`config.mk`:
```
export PLATFORM = sky130hd
export DESIGN_NAME = cpu_alu_with_flags
export DESIGN_NICKNAME = d
export VERILOG_FILES = /design/src/caf_pkg.sv /design/src/caf_alu.sv /design/src/cpu_alu_with_flags.sv
export SDC_FILE = /design/constraint.sdc
export NUM_CORES = 1
export LEC_CHECK = 0
export ABC_CLOCK_PERIOD_IN_PS = 4450
export BUFFER_PORTS_ARGS = -buffer_cell sky130_fd_sc_hd__buf_2
export CAP_MARGIN = 10
export CELL_PAD_IN_SITES_DETAIL_PLACEMENT = 0
export CELL_PAD_IN_SITES_GLOBAL_PLACEMENT = 1
export CORE_MARGIN = 10
export CORE_UTILIZATION = 30
export CTS_CLUSTER_SIZE = 25
export DETAILED_ROUTE_END_ITERATION = 10
export PLACE_DENSITY = 0.63
export SLEW_MARGIN = 20
export SYNTH_ARGS = -nofsm -noshare
export SYNTH_HDL_FRONTEND = slang
export SYNTH_HIERARCHICAL = 1
export SYNTH_SLANG_ARGS = --single-unit
```
`constraint.sdc`:
```
create_clock -name clk -period 4.45 [get_ports clk]
set_input_delay 1.335 -clock clk [delete_from_list [all_inputs] [get_ports clk]]
set_output_delay 1.335 -clock clk [all_outputs]
set_load 0.02 [all_outputs]
```
`src/caf_pkg.sv`:
```
// Shared types for the CPU ALU with flags: operation codes, flag positions
// and the packed item structs for both directions. No dependencies.
package caf_pkg;

  typedef enum logic [4:0] {
    ALU_LD    = 5'd0,
    ALU_ADD   = 5'd1,
    ALU_ADC   = 5'd2,
    ALU_SUB   = 5'd3,
    ALU_SBC   = 5'd4,
    ALU_CP    = 5'd5,
    ALU_INC   = 5'd6,
    ALU_DEC   = 5'd7,
    ALU_AND   = 5'd8,
    ALU_OR    = 5'd9,
    ALU_XOR   = 5'd10,
    ALU_CPL   = 5'd11,
    ALU_CCF   = 5'd12,
    ALU_SCF   = 5'd13,
    ALU_RLC   = 5'd14,
    ALU_RL    = 5'd15,
    ALU_RRC   = 5'd16,
    ALU_RR    = 5'd17,
    ALU_ADD16 = 5'd18,
    ALU_INC16 = 5'd19,
    ALU_DEC16 = 5'd20,
    ALU_NOP   = 5'd21
  } alu_op_t;

  // Flag bit positions within the 4-bit flag word
  localparam int unsigned FLAG_Z = 3;
  localparam int unsigned FLAG_N = 2;
  localparam int unsigned FLAG_H = 1;
  localparam int unsigned FLAG_C = 0;

  typedef struct packed {
    alu_op_t     kind;
    logic [15:0] operand_a;
    logic [15:0] operand_b;
    logic [3:0]  flags_in;
  } alu_in_t;

  typedef struct packed {
    logic [15:0] value;
    logic [3:0]  flags_out;
  } alu_out_t;

endpackage

```
`src/caf_alu.sv`:
```
// Combinational ALU datapath: value and Z N H C flags for one item.
// Depends on caf_pkg.
module caf_alu
  import caf_pkg::*;
(
  input  alu_in_t  item,
  output alu_out_t res
);

  logic [7:0]  a;
  logic [7:0]  b;
  logic        cin;
  logic        use_c;
  logic [8:0]  sum9;
  logic [4:0]  hsum5;
  logic [8:0]  dif9;
  logic [4:0]  hdif5;
  logic [7:0]  v8;
  logic [16:0] sum17;
  logic [12:0] hsum13;
  logic [3:0]  fin;

  assign a   = item.operand_a[7:0];
  assign b   = item.operand_b[7:0];
  assign fin = item.flags_in;
  assign cin = fin[FLAG_C];

  // carry/borrow in only for adc and sbc
  assign use_c = ((item.kind == ALU_ADC) || (item.kind == ALU_SBC)) ? cin : 1'b0;

  assign sum9   = {1'b0, a} + {1'b0, b} + {8'd0, use_c};
  assign hsum5  = {1'b0, a[3:0]} + {1'b0, b[3:0]} + {4'd0, use_c};
  // true 9-bit borrow: bit 8 set whenever a < b + use_c
  assign dif9   = {1'b0, a} - {1'b0, b} - {8'd0, use_c};
  assign hdif5  = {1'b0, a[3:0]} - {1'b0, b[3:0]} - {4'd0, use_c};
  assign sum17  = {1'b0, item.operand_a} + {1'b0, item.operand_b};
  assign hsum13 = {1'b0, item.operand_a[11:0]} + {1'b0, item.operand_b[11:0]};

  always_comb begin
    v8            = 8'd0;
    res.value     = item.operand_a;
    res.flags_out = fin;
    case (item.kind)
      ALU_LD: begin
        res.value = {8'd0, b};
      end
      ALU_ADD, ALU_ADC: begin
        v8 = sum9[7:0];
        res.value = {8'd0, v8};
        res.flags_out = {v8 == 8'd0, 1'b0, hsum5[4], sum9[8]};
      end
      ALU_SUB, ALU_SBC: begin
        v8 = dif9[7:0];
        res.value = {8'd0, v8};
        res.flags_out = {v8 == 8'd0, 1'b1, hdif5[4], dif9[8]};
      end
      ALU_CP: begin
        res.flags_out = {dif9[7:0] == 8'd0, 1'b1, hdif5[4], dif9[8]};
      end
      ALU_INC: begin
        v8 = a + 8'd1;
        res.value = {8'd0, v8};
        res.flags_out = {v8 == 8'd0, 1'b0, a[3:0] == 4'hF, cin};
      end
      ALU_DEC: begin
        v8 = a - 8'd1;
        res.value = {8'd0, v8};
        res.flags_out = {v8 == 8'd0, 1'b1, a[3:0] == 4'h0, cin};
      end
      ALU_AND: begin
        v8 = a & b;
        res.value = {8'd0, v8};
        res.flags_out = {v8 == 8'd0, 1'b0, 1'b1, 1'b0};
      end
      ALU_OR: begin
        v8 = a | b;
        res.value = {8'd0, v8};
        res.flags_out = {v8 == 8'd0, 3'b000};
      end
      ALU_XOR: begin
        v8 = a ^ b;
        res.value = {8'd0, v8};
        res.flags_out = {v8 == 8'd0, 3'b000};
      end
      ALU_CPL: begin
        res.value = {8'd0, ~a};
        res.flags_out = {fin[FLAG_Z], 1'b1, 1'b1, cin};
      end
      ALU_CCF: begin
        res.flags_out = {fin[FLAG_Z], 1'b0, 1'b0, ~cin};
      end
      ALU_SCF: begin
        res.flags_out = {fin[FLAG_Z], 1'b0, 1'b0, 1'b1};
      end
      ALU_RLC: begin
        v8 = {a[6:0], a[7]};
        res.value = {8'd0, v8};
        res.flags_out = {v8 == 8'd0, 2'b00, a[7]};
      end
      ALU_RL: begin
        v8 = {a[6:0], cin};
        res.value = {8'd0, v8};
        res.flags_out = {v8 == 8'd0, 2'b00, a[7]};
      end
      ALU_RRC: begin
        v8 = {a[0], a[7:1]};
        res.value = {8'd0, v8};
        res.flags_out = {v8 == 8'd0, 2'b00, a[0]};
      end
      ALU_RR: begin
        v8 = {cin, a[7:1]};
        res.value = {8'd0, v8};
        res.flags_out = {v8 == 8'd0, 2'b00, a[0]};
      end
      ALU_ADD16: begin
        res.value = sum17[15:0];
        res.flags_out = {fin[FLAG_Z], 1'b0, hsum13[12], sum17[16]};
      end
      ALU_INC16: begin
        res.value = item.operand_a + 16'd1;
      end
      ALU_DEC16: begin
        res.value = item.operand_a - 16'd1;
      end
      default: begin
        // nop and unused codes: operand a and flags pass unchanged
        res.value     = item.operand_a;
        res.flags_out = fin;
      end
    endcase
  end

endmodule

```
`src/cpu_alu_with_flags.sv`:
```
// Top level of the CPU ALU with flags: input register, datapath, result register.
// Depends on caf_pkg and caf_alu.
//
// One item per clock, every clock. An item is taken on any rising edge with
// start high and busy low; busy is never raised, since nothing downstream
// can stall. Each item's result appears on result, with done high for exactly
// one cycle, after passing through the input register and then through the
// ALU into the result register. The receiver cannot hold results off, so it
// must capture result whenever done is high.
// Results leave in the order items arrived, one result per item.
module cpu_alu_with_flags
  import caf_pkg::*;
(
  input  logic     clk,
  input  logic     rst,
  input  logic     start,
  output logic     busy,
  input  alu_in_t  item,
  output logic     done,
  output alu_out_t result
);

  // stage 1: captured item
  logic     in_valid;
  alu_in_t  in_item;

  // stage 2: ALU output, registered
  alu_out_t result_next;

  // never stalls: the pipeline advances unconditionally
  assign busy = 1'b0;

  always_ff @(posedge clk) begin
    if (rst) begin
      in_valid <= 1'b0;
      done     <= 1'b0;
    end else begin
      in_valid <= start & ~busy;
      done     <= in_valid;
    end
  end

  // payload registers, no reset needed
  always_ff @(posedge clk) begin
    in_item <= item;
    result  <= result_next;
  end

  caf_alu u_alu (
    .item (in_item),
    .res  (result_next)
  );

endmodule

```
==> results.sh <==
export IMPL_outcome="completed"
export IMPL_skew_ps=10.3
export IMPL_fin_crit_ps=3800
export IMPL_synthSimpleGateAreaFrac=0.222
export IMPL_antenna_found_initial=1
export IMPL_syn_instance_count=703
export IMPL_syn_num_nets=810
export IMPL_drc_errors=0
export IMPL_yosysWarnings=6
export IMPL_die_width_um=157
export IMPL_ys_ff_latch=63
export IMPL_ir_drop_mv=0.171
export IMPL_cts_htree_levels=3
export IMPL_final_antenna_net_count=0
export IMPL_dp_worst_setup_slack_ps=639
export IMPL_wl_um=22900
export IMPL_hp_class="register to register"
export IMPL_netlist_area_um2=5620
export IMPL_synth_top_area_frac=0.224
export IMPL_startpoint_type="register"
export IMPL_synth_top_family_by_area="compound AO/OA/AOI/OAI gates"
export IMPL_min_path_cells=1
export IMPL_grt_ovfl_total=0
export IMPL_place_area_um2=6190
export IMPL_ys_dominant_reg_cell="dfxtp_1"
export IMPL_slew_headroom=0.375
export IMPL_post_cts_buffers=0
export IMPL_core_area_um2=18200
export IMPL_cts_hold_buf=0
export IMPL_cp_arrival_ps=4010
export IMPL_finalNetCount=868
export IMPL_finalSetupViolations=0
export IMPL_wl_per_cell_um=23.0
export IMPL_cpPeakStageDelay_ps=560
export IMPL_clkSinkCount=63
export IMPL_initial_core_util=0.309
export IMPL_critical_path_slowest_cell="fa_1"
export IMPL_stdcell_count=995
export IMPL_synth_fa_ha_area_frac=0.148
export IMPL_grt_pass1_wl_um=34800
export IMPL_ys_seq_area_frac=0.224
export IMPL_ios=66
export IMPL_power_density_nw_per_um2=310
export IMPL_r2r_start="in_item[37]$_DFF_P_"
export IMPL_clkLatencyLatePin_ps=350
export IMPL_critPathKind="register to register"
export IMPL_crit_start="in_item[37]$_DFF_P_"
export IMPL_muxShareOfSynthArea=0.0107
export IMPL_power_leakage_nw=2.72
export IMPL_worstSetupEndpointType="register"
export IMPL_grt_pass1_vias=5762
export IMPL_finalHoldViolations=0
export IMPL_n_antenna_cell=0
export IMPL_fin_util=0.358
export IMPL_gr_usage_all_layers=0.184
export IMPL_final_cell_mix="buf_2 (64), dfxtp_1 (63), nand2_1 (58)"
export IMPL_setup_slack_ps=651
export IMPL_die_y_um=157
export IMPL_vias=5907
export IMPL_r2r_slack_ps=650
export IMPL_drt_iter0_markers=717
export IMPL_worstHoldEndpoint="done$_SDFF_PP0_"
export IMPL_cts_buffer_depth=2
export IMPL_hp_start="in_valid$_SDFF_PP0_"
export IMPL_tritoncts_num_buffers=9
export IMPL_clk_pin_slew_ps=60
export IMPL_synthTopCellsByArea="dfxtp_1 (22%), ha_1 (13%), a21oi_1 (4.5%)"
export IMPL_setup_tns_ps=0
export IMPL_cap_violations=0
export IMPL_drive_gt1_frac=0.149
export IMPL_p_total_mw=2.02
export IMPL_clock_root_buffer="clkbuf_16"
export IMPL_timing_rr_end="result[10]$_DFF_P_"
export IMPL_worst_slew_pin_slew_ps=925
export IMPL_cts_tree="built"
export IMPL_syn2layout_area_growth_pct=15.8
export IMPL_firstDrtPassIters=6
export IMPL_grt_max_degree=30
export IMPL_place_gp_congestion=0.919
export IMPL_synth_edff_count=0
export IMPL_dp_hpwl_um=17700
export IMPL_final_common_cell="buf_2"
export IMPL_via_per_inst=5.94
export IMPL_yosysTopAreaCell="dfxtp_1"
export IMPL_synthXorXnorAreaFrac=0.0592
export IMPL_ff2ff_path_depth=15
export IMPL_fin_area_um2=6510
export IMPL_path_max_fanout=5
export IMPL_critical_path_required_ps=4660
export IMPL_rows=49
export IMPL_postSynth_asyncResetShare=0
export IMPL_io_buffers=64
export IMPL_hold_ws_ps=444
export IMPL_postCtsResizedCells=0
export IMPL_timing_final_crit_share=0.854
export IMPL_rsz0062_at_grt="false"
export IMPL_max_freq_mhz=263
export IMPL_cp_cell_sequence="nand2b_1, nand2_1, nand3_1, inv_1, fa_1, inv_1, ha_1, nor2_1, fa_1, nand2b_1, a2111oi_0, nor2_1, xor2_1, a2111oi_0, a32oi_1"
export IMPL_dpl_cell_count=979
export IMPL_slew_viol_final=0
export IMPL_synth_compound_area_frac=0.280
export IMPL_synth_cell_types=76
export IMPL_die_area_um2=24600
export IMPL_synth_area_per_cell_um2=7.99
-- metal layers --
layer	global-route usage	wire [µm]	up-vias
met1	0.250	10200	2825
met3	0.0436	1810	53
li1	-	-	2748
met4	0.0670	741	2
met5	0	18	-
met2	0.277	10100	279
-- worst max-delay path, delay by kind of cell (launching register included) --
| family | cells | cell delay, ps |
|---|---|---|
| xor+xnor | 1 | 180 |
| buf+inv | 2 | 140 |
| fa+ha+maj | 3 | 980 |
| compound gates | 3 | 1180 |
| simple gates | 6 | 810 |
| flops | 1 | 370 |
-- power breakdown --
| part | internal [mW] | switching [mW] |
|---|---|---|
| clock network | 0.505 | 0.273 |
| logic | 0.217 | 0.379 |
| registers | 0.608 | 0.0325 |
-- worst max-delay path by stage --
stage                                    end  slack [ps]  cells past startpoint
after floorplan           result[10]$_DFF_P_         970                     14
after global placement    result[10]$_DFF_P_         810                     15
after detailed placement  result[10]$_DFF_P_         640                     15
after CTS                 result[10]$_DFF_P_         640                     15
after global routing      result[10]$_DFF_P_         370                     15
final                     result[10]$_DFF_P_         650                     15
-- final cells by class --
cell class,instances,area [µm²]
Timing Repair Buffer,82,455
Multi-Input combinational cell,570,4050
Sequential cell,63,1260
Clock buffer,11,243
Fill cell,1905,11700
Inverter,35,131
Tap cell,229,287
Clock inverter,5,81.3
-- synthesized netlist by cell type (all sizes together) (7+ instances only) --
cell type	n
and3	11
nor4	11
a211oi	8
o22ai	7
o21ai	38
a22oi	12
nor3	25
ha	57
nand4	13
o211ai	8
a21oi	53
dfxtp	63
nand2	59
clkbuf	15
nand2b	11
o21a	9
buf	20
xnor2	23
inv	35
nand3	21
nor2	47
nor2b	9
a21o	9
xor2	15
-- cells by family (layout without fill, tap and decap cells) --
group           Yosys count  after routing
compound gates          225            225
xor+xnor                 38             38
fa+ha+maj                63             63
buf+inv                  70            133
flops                    63             63
mux                       6              6
other cells               1              1
simple gates            237            237
-- sequential cells by signal (all words and copies together), names as in the netlist --
register / cells
done: 1
in_valid: 1
in_item: 41
result: 20
Power figures use the tool's default switching activity.
